`src/rtl/sht_pkg.sv`:
```
// sht_pkg: shared types, codes, constants and the hour schedule table
// for the scheduled hysteresis thermostat; no dependencies
`timescale 1ns / 1ps
`default_nettype none

package sht_pkg;

	localparam int TIMER_WIDTH_DEF    = 24;
	localparam int TEMP_FRAC_BITS_DEF = 4;

	localparam int TEMP_W     = 16;
	localparam int INTERVAL_W = 24;
	localparam int WAIT_W     = 15;
	localparam int HOUR_W     = 8;
	localparam int CFG_IDX_W  = 3;
	localparam int CFG_DATA_W = 24;
	localparam int DIFF_W     = 18;
	localparam int OFFSET_W   = 5;

	localparam int BASE_DEG         = 70;
	localparam int SAFETY_DEG       = 82;
	localparam int MIN_INTERVAL_RST = 300000;
	localparam int MS_PER_S         = 1000;

	// floor(x / 1000) = (x * DIV_MUL) >> DIV_SHIFT, exact for x < 2**24
	localparam int DIV_SHIFT = 34;
	localparam int DIV_MUL_W = 25;
	localparam logic [DIV_MUL_W-1:0] DIV_MUL =
		DIV_MUL_W'(((64'd1 << DIV_SHIFT) + MS_PER_S - 1) / MS_PER_S);

	typedef enum logic [2:0] {
		MODE_TICK   = 3'd0,
		MODE_TEMP   = 3'd1,
		MODE_TOGGLE = 3'd2,
		MODE_CLEAR  = 3'd3,
		MODE_ENABLE = 3'd4
	} mode_t;

	typedef enum logic [3:0] {
		ST_NONE       = 4'd0,
		ST_TURNED_ON  = 4'd1,
		ST_TURNED_OFF = 4'd2,
		ST_NOT_EN     = 4'd3,
		ST_OVR_ON     = 4'd4,
		ST_OVR_OFF    = 4'd5,
		ST_MANUAL_ON  = 4'd6,
		ST_REFUSED    = 4'd7,
		ST_MANUAL_OFF = 4'd8
	} status_t;

	typedef enum logic [CFG_IDX_W-1:0] {
		CFG_BASE     = 3'd0,
		CFG_ON_MARG  = 3'd1,
		CFG_OFF_MARG = 3'd2,
		CFG_INTERVAL = 3'd3,
		CFG_SAFETY   = 3'd4
	} cfg_idx_t;

	typedef enum logic [3:0] {
		HS_OFF      = 4'b0001,
		HS_ON       = 4'b0010,
		HS_PEND_ON  = 4'b0100,
		HS_PEND_OFF = 4'b1000
	} heat_state_t;

	localparam logic [1:0] CODE_OFF      = 2'd0;
	localparam logic [1:0] CODE_ON       = 2'd1;
	localparam logic [1:0] CODE_PEND_ON  = 2'd2;
	localparam logic [1:0] CODE_PEND_OFF = 2'd3;

	function automatic logic [1:0] state_code(heat_state_t s);
		logic [1:0] c;
		c = CODE_OFF;
		unique case (s)
			HS_OFF:      c = CODE_OFF;
			HS_ON:       c = CODE_ON;
			HS_PEND_ON:  c = CODE_PEND_ON;
			HS_PEND_OFF: c = CODE_PEND_OFF;
			default:     c = CODE_OFF;
		endcase
		return c;
	endfunction

	// schedule offset in whole degrees, zero outside hours 1..24
	function automatic logic signed [OFFSET_W-1:0] hour_offset(logic [HOUR_W-1:0] h);
		logic signed [OFFSET_W-1:0] o;
		o = '0;
		case (h)
			8'd1, 8'd2, 8'd3, 8'd4:    o = -5'sd15;
			8'd5, 8'd23, 8'd24:        o = -5'sd12;
			8'd6:                      o = -5'sd5;
			8'd7, 8'd16:               o = -5'sd2;
			8'd10, 8'd19:              o = -5'sd1;
			8'd11, 8'd13, 8'd14, 8'd15: o = -5'sd3;
			8'd12, 8'd20:              o = -5'sd4;
			8'd21:                     o = -5'sd7;
			8'd22:                     o = -5'sd10;
			default:                   o = '0;
		endcase
		return o;
	endfunction

endpackage

`default_nettype wire

```
`src/rtl/scheduled_hysteresis_thermostat_top.sv`:
```
// Scheduled hysteresis thermostat with a minimum relay switching interval.
// Accepts one item per clock while item_stall is low and returns one result per
// item through an input register, a state update stage and a stage that turns
// the remaining wait into whole seconds with a reciprocal multiply. The stages hand
// off through stall, so a stalled result does not block intake until all three are full.
// Configuration is taken on any cycle (cfg_ready is always high) and must only
// be written while no item is in flight. Uses sht_pkg.
`timescale 1ns / 1ps
`default_nettype none

module scheduled_hysteresis_thermostat_top #(
	parameter int TIMER_WIDTH    = sht_pkg::TIMER_WIDTH_DEF,
	parameter int TEMP_FRAC_BITS = sht_pkg::TEMP_FRAC_BITS_DEF
) (
	input  wire logic                             clk,
	input  wire logic                             arst_n,
	input  wire logic                             item_valid,
	output logic                                  item_stall,
	input  wire logic [2:0]                       mode,
	input  wire logic signed [sht_pkg::TEMP_W-1:0] temperature,
	input  wire logic [sht_pkg::HOUR_W-1:0]       hour,
	input  wire logic                             enable_value,
	output logic                                  result_valid,
	input  wire logic                             result_stall,
	output logic [3:0]                            status,
	output logic                                  relay_on,
	output logic [1:0]                            control_state,
	output logic                                  override_active,
	output logic                                  auto_enabled,
	output logic [sht_pkg::WAIT_W-1:0]            wait_seconds,
	input  wire logic                             cfg_valid,
	output logic                                  cfg_ready,
	input  wire logic [sht_pkg::CFG_IDX_W-1:0]    cfg_index,
	input  wire logic [sht_pkg::CFG_DATA_W-1:0]   cfg_data
);
	import sht_pkg::*;

	localparam int CMP_W = (TIMER_WIDTH > INTERVAL_W) ? TIMER_WIDTH : INTERVAL_W;
	localparam int PROD_W = INTERVAL_W + DIV_MUL_W;
	localparam logic signed [TEMP_W-1:0] BASE_RST =
		TEMP_W'(BASE_DEG * (1 << TEMP_FRAC_BITS));
	localparam logic signed [TEMP_W-1:0] ON_MARG_RST = TEMP_W'(1 << TEMP_FRAC_BITS);
	localparam logic signed [TEMP_W-1:0] SAFETY_RST =
		TEMP_W'(SAFETY_DEG * (1 << TEMP_FRAC_BITS));

	// configuration
	logic signed [TEMP_W-1:0] base_q, on_marg_q, off_marg_q, safety_q;
	logic [INTERVAL_W-1:0]    interval_q;

	assign cfg_ready = 1'b1;

	always_ff @(posedge clk or negedge arst_n) begin
		if (!arst_n) begin
			base_q     <= BASE_RST;
			on_marg_q  <= ON_MARG_RST;
			off_marg_q <= '0;
			interval_q <= INTERVAL_W'(MIN_INTERVAL_RST);
			safety_q   <= SAFETY_RST;
		end else if (cfg_valid && cfg_ready) begin
			case (cfg_idx_t'(cfg_index))
				CFG_BASE:     base_q     <= cfg_data[TEMP_W-1:0];
				CFG_ON_MARG:  on_marg_q  <= cfg_data[TEMP_W-1:0];
				CFG_OFF_MARG: off_marg_q <= cfg_data[TEMP_W-1:0];
				CFG_INTERVAL: interval_q <= cfg_data[INTERVAL_W-1:0];
				CFG_SAFETY:   safety_q   <= cfg_data[TEMP_W-1:0];
				default: ;
			endcase
		end
	end

	// pipeline handshake
	logic valid_s1, valid_s2, out_rdy, s2_rdy, s1_go, s1_rdy;

	assign out_rdy    = !result_valid || !result_stall;
	assign s2_rdy     = !valid_s2 || out_rdy;
	assign s1_go      = valid_s1 && s2_rdy;
	assign s1_rdy     = !valid_s1 || s2_rdy;
	assign item_stall = !s1_rdy;

	// input register
	logic [2:0]               mode_s1;
	logic signed [TEMP_W-1:0] temp_s1;
	logic [HOUR_W-1:0]        hour_s1;
	logic                     en_val_s1;

	always_ff @(posedge clk or negedge arst_n) begin
		if (!arst_n) begin
			valid_s1 <= 1'b0;
		end else if (s1_rdy) begin
			valid_s1 <= item_valid;
		end
	end

	always_ff @(posedge clk) begin
		if (item_valid && s1_rdy) begin
			mode_s1   <= mode;
			temp_s1   <= temperature;
			hour_s1   <= hour;
			en_val_s1 <= enable_value;
		end
	end

	// controller state
	heat_state_t            hs_q, hs_n, hs_mid;
	logic [TIMER_WIDTH-1:0] elapsed_q, elapsed_n;
	logic                   relay_q, relay_n, ovr_q, ovr_n, en_q, en_n;
	status_t                stat_n;

	logic signed [DIFF_W-1:0] offset_sc, diff, on_ext, off_ext;
	logic                     may_sw, off_group, want_on, may_sw_n;
	logic [CMP_W-1:0]         elapsed_ext, elapsed_n_ext, interval_ext, remain;

	assign offset_sc   = DIFF_W'(hour_offset(hour_s1)) <<< TEMP_FRAC_BITS;
	assign diff        = DIFF_W'(base_q) + offset_sc - DIFF_W'(temp_s1);
	assign on_ext      = DIFF_W'(on_marg_q);
	assign off_ext     = DIFF_W'(off_marg_q);
	assign elapsed_ext = CMP_W'(elapsed_q);
	assign interval_ext = CMP_W'(interval_q);
	assign may_sw      = elapsed_ext >= interval_ext;
	assign off_group   = (hs_q == HS_OFF) || (hs_q == HS_PEND_OFF);
	assign want_on     = off_group ? (diff >= on_ext) : (diff > off_ext);

	always_comb begin
		hs_n      = hs_q;
		elapsed_n = elapsed_q;
		relay_n   = relay_q;
		ovr_n     = ovr_q;
		en_n      = en_q;
		stat_n    = ST_NONE;
		hs_mid    = hs_q;
		case (mode_t'(mode_s1))
			MODE_TICK: begin
				if (elapsed_q != '1) begin
					elapsed_n = elapsed_q + 1'b1;
				end
			end
			MODE_TEMP: begin
				if (ovr_q) begin
					stat_n = (hs_q == HS_ON) ? ST_OVR_ON : ST_OVR_OFF;
				end else if (!en_q) begin
					stat_n = ST_NOT_EN;
				end else begin
					if (want_on && off_group) begin
						hs_mid = HS_PEND_ON;
					end else if (!want_on && !off_group) begin
						hs_mid = HS_PEND_OFF;
					end
					hs_n = hs_mid;
					if (may_sw && hs_mid == HS_PEND_ON) begin
						hs_n      = HS_ON;
						relay_n   = 1'b1;
						elapsed_n = '0;
						stat_n    = ST_TURNED_ON;
					end else if (may_sw && hs_mid == HS_PEND_OFF) begin
						hs_n      = HS_OFF;
						relay_n   = 1'b0;
						elapsed_n = '0;
						stat_n    = ST_TURNED_OFF;
					end
				end
			end
			MODE_TOGGLE: begin
				if (!ovr_q) begin
					if (temp_s1 <= safety_q) begin
						ovr_n     = 1'b1;
						hs_n      = HS_ON;
						relay_n   = 1'b1;
						elapsed_n = '0;
						stat_n    = ST_MANUAL_ON;
					end else begin
						stat_n = ST_REFUSED;
					end
				end else begin
					ovr_n     = 1'b0;
					hs_n      = HS_OFF;
					relay_n   = 1'b0;
					elapsed_n = '0;
					stat_n    = ST_MANUAL_OFF;
				end
			end
			MODE_CLEAR: begin
				ovr_n = 1'b0;
			end
			MODE_ENABLE: begin
				en_n = en_val_s1;
				if (!en_val_s1 && hs_q == HS_ON) begin
					hs_n      = HS_OFF;
					relay_n   = 1'b0;
					elapsed_n = '0;
				end
			end
			default: ;
		endcase
	end

	assign elapsed_n_ext = CMP_W'(elapsed_n);
	assign may_sw_n      = elapsed_n_ext >= interval_ext;
	assign remain        = interval_ext - elapsed_n_ext;

	always_ff @(posedge clk or negedge arst_n) begin
		if (!arst_n) begin
			hs_q      <= HS_OFF;
			elapsed_q <= '0;
			relay_q   <= 1'b0;
			ovr_q     <= 1'b0;
			en_q      <= 1'b1;
		end else if (s1_go) begin
			hs_q      <= hs_n;
			elapsed_q <= elapsed_n;
			relay_q   <= relay_n;
			ovr_q     <= ovr_n;
			en_q      <= en_n;
		end
	end

	// state update stage
	status_t               stat_s2;
	logic                  relay_s2, ovr_s2, en_s2;
	logic [1:0]            code_s2;
	logic [INTERVAL_W-1:0] remain_s2;

	always_ff @(posedge clk or negedge arst_n) begin
		if (!arst_n) begin
			valid_s2 <= 1'b0;
		end else if (s2_rdy) begin
			valid_s2 <= valid_s1;
		end
	end

	always_ff @(posedge clk) begin
		if (s1_go) begin
			stat_s2   <= stat_n;
			relay_s2  <= relay_n;
			ovr_s2    <= ovr_n;
			en_s2     <= en_n;
			code_s2   <= state_code(hs_n);
			remain_s2 <= may_sw_n ? '0 : remain[INTERVAL_W-1:0];
		end
	end

	// result register, remaining milliseconds to whole seconds
	logic [PROD_W-1:0] prod;

	assign prod = PROD_W'(remain_s2) * PROD_W'(DIV_MUL);

	always_ff @(posedge clk or negedge arst_n) begin
		if (!arst_n) begin
			result_valid <= 1'b0;
		end else if (out_rdy) begin
			result_valid <= valid_s2;
		end
	end

	always_ff @(posedge clk) begin
		if (valid_s2 && out_rdy) begin
			status          <= stat_s2;
			relay_on        <= relay_s2;
			control_state   <= code_s2;
			override_active <= ovr_s2;
			auto_enabled    <= en_s2;
			wait_seconds    <= prod[DIV_SHIFT +: WAIT_W];
		end
	end

endmodule

`default_nettype wire

```
`config.mk`:
```
export PLATFORM = sky130hd
export DESIGN_NAME = scheduled_hysteresis_thermostat_top
export DESIGN_NICKNAME = d
export VERILOG_FILES = /design/src/rtl/sht_pkg.sv /design/src/rtl/scheduled_hysteresis_thermostat_top.sv
export SDC_FILE = /design/constraint.sdc
export NUM_CORES = 1
export LEC_CHECK = 0
export ABC_AREA = 0
export BUFFER_PORTS_ARGS = -buffer_cell sky130_fd_sc_hd__buf_2
export CAP_MARGIN = 25
export CORE_MARGIN = 4
export CORE_UTILIZATION = 50
export CTS_CLUSTER_SIZE = 16
export DETAILED_ROUTE_END_ITERATION = 12
export GPL_TIMING_DRIVEN = 0
export PLACE_DENSITY_LB_ADDON = 0.15
export SYNTH_ARGS = -nofsm -noshare
export SYNTH_HDL_FRONTEND = slang
export SYNTH_SLANG_ARGS = --single-unit
export TNS_END_PERCENT = 30
```
`constraint.sdc`:
```
create_clock -name clk -period 10.2 [get_ports clk]
set_input_delay 1.02 -clock clk [delete_from_list [all_inputs] [get_ports clk]]
set_output_delay 1.02 -clock clk [all_outputs]
set_load 0.1 [all_outputs]
```
After elaboration in Yosys (flattened, before gate mapping):

Memories as Yosys holds them, arrays and structs flattened. A register that Yosys moved wholly into a read port is not among the register bits.
Index checks and enable logic that the tools add are counted.

* memories: 1
* flip-flop bits (word level): 207
* ROM bits: 160
* logic and storage cells: 131
* input port bits: 60

* reductions and logical operators: 28
* order comparisons: 5
* multiplexer cells: 46
* $mul: 1
* add/sub/neg operators: 4
* eq/ne operators: 17

Memories
* (no name shown): words 32, width 5, read ports 1, clocked after Yosys merged registers in 1, wr ports 0, RTL line sht_pkg.sv:88 `case (h)`

Operators with widths (number)
* $mux 24: 8
* $pmux 24 s4: 1
* $mux 4: 13
* $ge 24x24->1: 2
* $mul 24x24->48 const B: 1
* $add 24x1->24 const B: 1
* $ne 24x24->1 const B: 1
* $sub 24x24->24: 1
* $ge 18x16->1: 1
* $gt 18x16->1: 1
* $sub 17x16->18: 1
* $add 16x9->17: 1
* $le 16x16->1: 1
* $mux 1: 13
* $eq 3x2->1 const B: 4
* $eq 4x4->1 const B: 3
* $pmux 4 s3: 1
* $mux 5: 2
* $reduce_and 2->1: 5
* $logic_not 3->1: 3
* $eq 4x2->1 const B: 2
* $eq 4x3->1 const B: 2
* $logic_and 1x1->1: 8
* $logic_not 1->1: 8
* other kinds (10): 17

Longest topological paths before layout:

* word-level depth: 22
* depth in mapped cells: 39
* depth with buffers taken out: 37

Worst setup path before layout:

No wires, ideal clock.

* path type: reg2reg
* from: register hour_s1[6]
* to: register remain_s2[17] (data pin)
* setup time: 266 ps
* required time: 9934 ps
* buffers on the path: 2
* cell stages (with the launch flop): 37
* slack: 2434 ps
* arrival time: 7500 ps
* path through: edfxtp_1 nor3_1 and2_1 fa_1 ha_1 o21ai_0 a21boi_0 o211ai_1 a21oi_1 a2111oi_0 nor3_1 a2111oi_0 nor3_1 ha_1 and4_1 nand4_1 nor4_1 a21oi_1 nand2_2 o221ai_2 o31a_1 buf_6 a211o_1 mux2_2 ha_1 inv_1 fa_1 a21oi_1 nor3_1 or3_1 nand4_1 nand4_1 nand2_1 nor2_1 o41ai_2 clkbuf_1 nor2_1

* word-level cells in the longest chain between the ends: 21
* elaborated cells on any way between the ends: 26

RTL lines
* start, declared: RTL line scheduled_hysteresis_thermostat_top.sv:83 `logic [HOUR_W-1:0] hour_s1;`
* start signal, assigned: RTL line scheduled_hysteresis_thermostat_top.sv:98 `hour_s1 <= hour;`
* $logic_not 3->1 (*): RTL line sht_pkg.sv:88
* $mux 5 (*): RTL line sht_pkg.sv:88
* $add 16x9->17 (*): RTL line scheduled_hysteresis_thermostat_top.sv:114 `assign diff = DIFF_W'(base_q) + offset_sc - DIFF_W'(temp_s1);`
* $sub 17x16->18 (*): RTL line scheduled_hysteresis_thermostat_top.sv:114
* $gt 18x16->1 / $ge 18x16->1 (equally long branches): RTL line scheduled_hysteresis_thermostat_top.sv:121 `assign want_on = off_group ? (diff >= on_ext) : (diff > off_ext);`
* $mux 1 (*): RTL line scheduled_hysteresis_thermostat_top.sv:121
* $logic_not 1->1: RTL line scheduled_hysteresis_thermostat_top.sv:145 `end else if (!want_on && !off_group) begin`
* $logic_and 1x1->1: RTL line scheduled_hysteresis_thermostat_top.sv:145
* [6 not listed]
* $logic_and 1x1->1: RTL line scheduled_hysteresis_thermostat_top.sv:154 `end else if (may_sw && hs_mid == HS_PEND_OFF) begin`
* $mux 24: RTL line scheduled_hysteresis_thermostat_top.sv:154
* $mux 24 (*): RTL line scheduled_hysteresis_thermostat_top.sv:149 `if (may_sw && hs_mid == HS_PEND_ON) begin`
* $mux 24 (*): RTL line scheduled_hysteresis_thermostat_top.sv:140 `end else if (!en_q) begin`
* $mux 24 (*): RTL line scheduled_hysteresis_thermostat_top.sv:138 `if (ovr_q) begin`
* $pmux 24 s4 (*): RTL line scheduled_hysteresis_thermostat_top.sv:131 `case (mode_t'(mode_s1))`
* net elapsed_n[0]: RTL line scheduled_hysteresis_thermostat_top.sv:105 `logic [TIMER_WIDTH-1:0] elapsed_q, elapsed_n;`
* $sub 24x24->24 / $ge 24x24->1 (equally long branches): RTL line scheduled_hysteresis_thermostat_top.sv:198, scheduled_hysteresis_thermostat_top.sv:197
* end signal, assigned: RTL line scheduled_hysteresis_thermostat_top.sv:237 `remain_s2 <= may_sw_n ? '0 : remain[INTERVAL_W-1:0];`
* end, declared: RTL line scheduled_hysteresis_thermostat_top.sv:220 `logic [INTERVAL_W-1:0] remain_s2;`

The timed path passes the listed nets; every way through them passes the cells marked *. The select of a mux whose other input is x is not followed.
A chain may end at the register's enable or synchronous reset.

Worst setup path in the final report:

* from: register hour_s1[6]
* to: register remain_s2[8] (data pin)

* word-level cells in the longest chain between the ends: 21
* elaborated cells on any way between the ends: 26

RTL lines (RTL line)
* $logic_not 3->1 (*): sht_pkg.sv:88
* $mux 5 (*): sht_pkg.sv:88
* $add 16x9->17 (*): scheduled_hysteresis_thermostat_top.sv:114
* $sub 17x16->18 (*): scheduled_hysteresis_thermostat_top.sv:114
* $gt 18x16->1 / $ge 18x16->1 (equally long branches): scheduled_hysteresis_thermostat_top.sv:121
* $mux 1 (*): scheduled_hysteresis_thermostat_top.sv:121
* $logic_not 1->1: scheduled_hysteresis_thermostat_top.sv:145
* $logic_and 1x1->1: scheduled_hysteresis_thermostat_top.sv:145
* [5 not listed]
* $eq 4x4->1: scheduled_hysteresis_thermostat_top.sv:154
* $logic_and 1x1->1: scheduled_hysteresis_thermostat_top.sv:154
* $mux 24: scheduled_hysteresis_thermostat_top.sv:154
* $mux 24 (*): scheduled_hysteresis_thermostat_top.sv:149
* $mux 24 (*): scheduled_hysteresis_thermostat_top.sv:140
* $mux 24 (*): scheduled_hysteresis_thermostat_top.sv:138
* $pmux 24 s4 (*): scheduled_hysteresis_thermostat_top.sv:131
* $sub 24x24->24 / $ge 24x24->1 (equally long branches): scheduled_hysteresis_thermostat_top.sv:198, scheduled_hysteresis_thermostat_top.sv:197

Mark *: on every way between the ends. The rest lies on a longest branch, timed or not. The select of a mux whose other input is x is not followed.

==> out/results.ini <==
[outcome]
status=completed

[finish]
final_util_pct=55.71
fill_cells=3862
multi_input_comb_area_mm2=0.01420
seq_area_mm2=0.005727
area_growth_pct=10.25
drive_gt1_share_pct=9.292
n_antenna_cell=0
fin_nets=2956

[placed_design]
dpl.hpwl_um=42370
place_congestion=0.8958
numPortBuffers=85

[timing]
fmax_mhz=104.2
slew_headroom_pct=40.90
drv_slew=0
min_period_over_period_pct=94.10
whs_ns=0.3279
rsz0062_at_grt=no
fin_worst_skew_ns=0.03656
final_hold_viol_count=0
setup_viol=0
finalCriticalPeriod_ns=9.598
tns_ns=0
tightestPinTransition_ns=0.8864

[synthesis]
synth-seq-area-share_pct=26.37
synth_area_leaders=ha_1 (22%), fa_1 (17%), dfrtp_1 (12%), edfxtp_1 (12%), inv_1 (7.4%)
synth_edf_count=85
syn-cell-area_mm2=0.02172
yosysMostFrequentCell=inv_1
yosysUniqueCellTypes=82
syn_area_per_cell_um2=9.841
ys_async_sr_fraction_pct=57.55
synthTopCellsByCount=inv_1 (431), ha_1 (380), fa_1 (189)
synth_flop_cell=dfrtp_1
yosysTopAreaCellShare_pct=21.89
yosys.area.top_type=ha_1
syn-num-nets=2836
ys_warn_count=0
ys_ff_latch=212
synthCells=2207

[global_route]
antenna_found_initial=2
grt_overflow=0
grt_pass1_vias=16760
grt_max_degree=95
grt_usage_pct=23.35
grt_pass1_wl_um=87820

[drt]
post-route-drc-count=0
drtAntennaViolNets=0
firstDrtPassIters=5
routed_wl_um=53010
num_vias=16040
drtIter0Drc=769
via_per_inst=5.471
wire_per_inst_um=18.08

[clocking]
clock_latency_ns=0.57
holdBufCountCts=0
numCtsBuffers=25
cts_tree=built
cts.clk_slew.worst_paths_ns=0.06
cts.path.max_buffers=3
cts_root_buf=clkbuf_16
clock_sinks=212
htree_levels=1

[critical_path]
slowest_delay_ns=0.51
critPathKind=reg2reg
cp-start-kind=register
cp_max_fo=10
crit_required_ns=10.46
crit_arrival_ns=9.86
critical_path.slowest_cell=a2111oi_0
critPathCaptureType=register

[floorplan]
die_h_um=216.4
rows=76
ios=87
fp.coreArea_mm2=0.04298
die_w_um=216.4
dieArea_mm2=0.04684
start_util_pct=50.53

[flow_run]
cap_violations=0

[hold_path]
hp-class=in2async

metal layers:
| metal | track usage, % | up-vias | wire, um |
|---|---|---|---|
| met5 | 0 | - | 20 |
| met4 | 7.894 | 4 | 2199 |
| met3 | 3.001 | 105 | 2088 |
| met2 | 40.54 | 320 | 25990 |
| met1 | 30.38 | 7826 | 22710 |
| li1 | - | 7780 | - |
logic make-up after synthesis:
group	count (synthesis)	share of synthesized area, %
other	1	0.01727
flip-flops	212	26.37
AO/OA/AOI/OAI	399	11.74
multiplexers	41	2.085
adder cells (fa/ha/maj)	570	39.36
XOR/XNOR	45	1.815
AND/OR/NAND/NOR	461	10.23
buffers and inverters	478	8.388
final cells by class:
cell class,instances,area share [%]
multi-input combinational,1517,59.30
inverter,431,6.756
tap,585,3.057
buffer,47,0.8569
clock inverter,20,1.207
timing repair buffer,93,2.278
clock buffer,26,2.628
sequential,212,23.91
registers in the layout, summed over array words and instances, names as in the netlist, 2 cells and up, named ones only:
signal	flops
off_marg_q	16
hs_q	4
control_state	2
safety_q	16
stat_s2	4
code_s2	2
temp_s1	16
wait_seconds	15
on_marg_q	16
hour_s1	8
remain_s2	24
elapsed_ext	24
mode_s1	3
interval_ext	24
base_q	16
status	4
stage by stage:
stage	cells	setup slack, ns	area [um^2]
2_1_floorplan	2207	2.434	21720
3_3_place_gp	2877	0.2265	22880
3_5_place_dp	2884	0.2228	22970
4_1_cts	2930	0.1375	23890
5_1_grt	2931	0.04111	23950
6_report	2931	0.6015	23950
cell usage in the layout, fill, tap and decap left out, drive strengths merged, types with 8 or more instances in the layout:
cell type,count
nor2b,16
clkbuf,63
xnor2,32
nand2,151
ha,380
o2111ai,8
buf,103
and3,14
a21o,26
edfxtp,85
a21oi,87
fa,189
and4,11
o21ai,116
o211ai,13
nor2,102
nor3,33
nand3,48
or3,12
dfrtp,105
mux2,34
and2,8
xor2,13
o22ai,25
clkinv,10
o21bai,8
o21a,10
inv,433
dfstp,17
nand4,27
nand2b,19
a31oi,34
path summary, 6_finish.rpt:
check	startpoint	end	slack, ns	depth (start not counted)
worst max register to register	hour_s1[6]	remain_s2[8]	0.60	34
worst min-delay path	arst_n	elapsed_ext[14]	0.33	1
worst min register to register	stat_s2[3]	status[3]	0.42	0
worst max-delay path	hour_s1[6]	remain_s2[8]	0.60	34
max in group asynchronous	arst_n	en_q	9.02	2
min in group clk	stat_s2[3]	status[3]	0.42	0
worst max-delay path: cells and delay by family (launching register included):
family | cells | cell delay (ns)
compound gates | 13 | 3.27
simple gates | 14 | 3.05
fa+ha+maj | 4 | 1.52
buf+inv | 3 | 1.06
flops | 1 | 0.38
repair_timing:
| item | in CTS | in global routing |
|---|---|---|
| setup buffers | 0 | 0 |
| endpoints found under the setup margin | 0 | 24 |
| resized for setup | 0 | 4 |
Power is not shown: default switching activity piles up to over one toggle a cycle in this logic, so the estimate is an artifact.
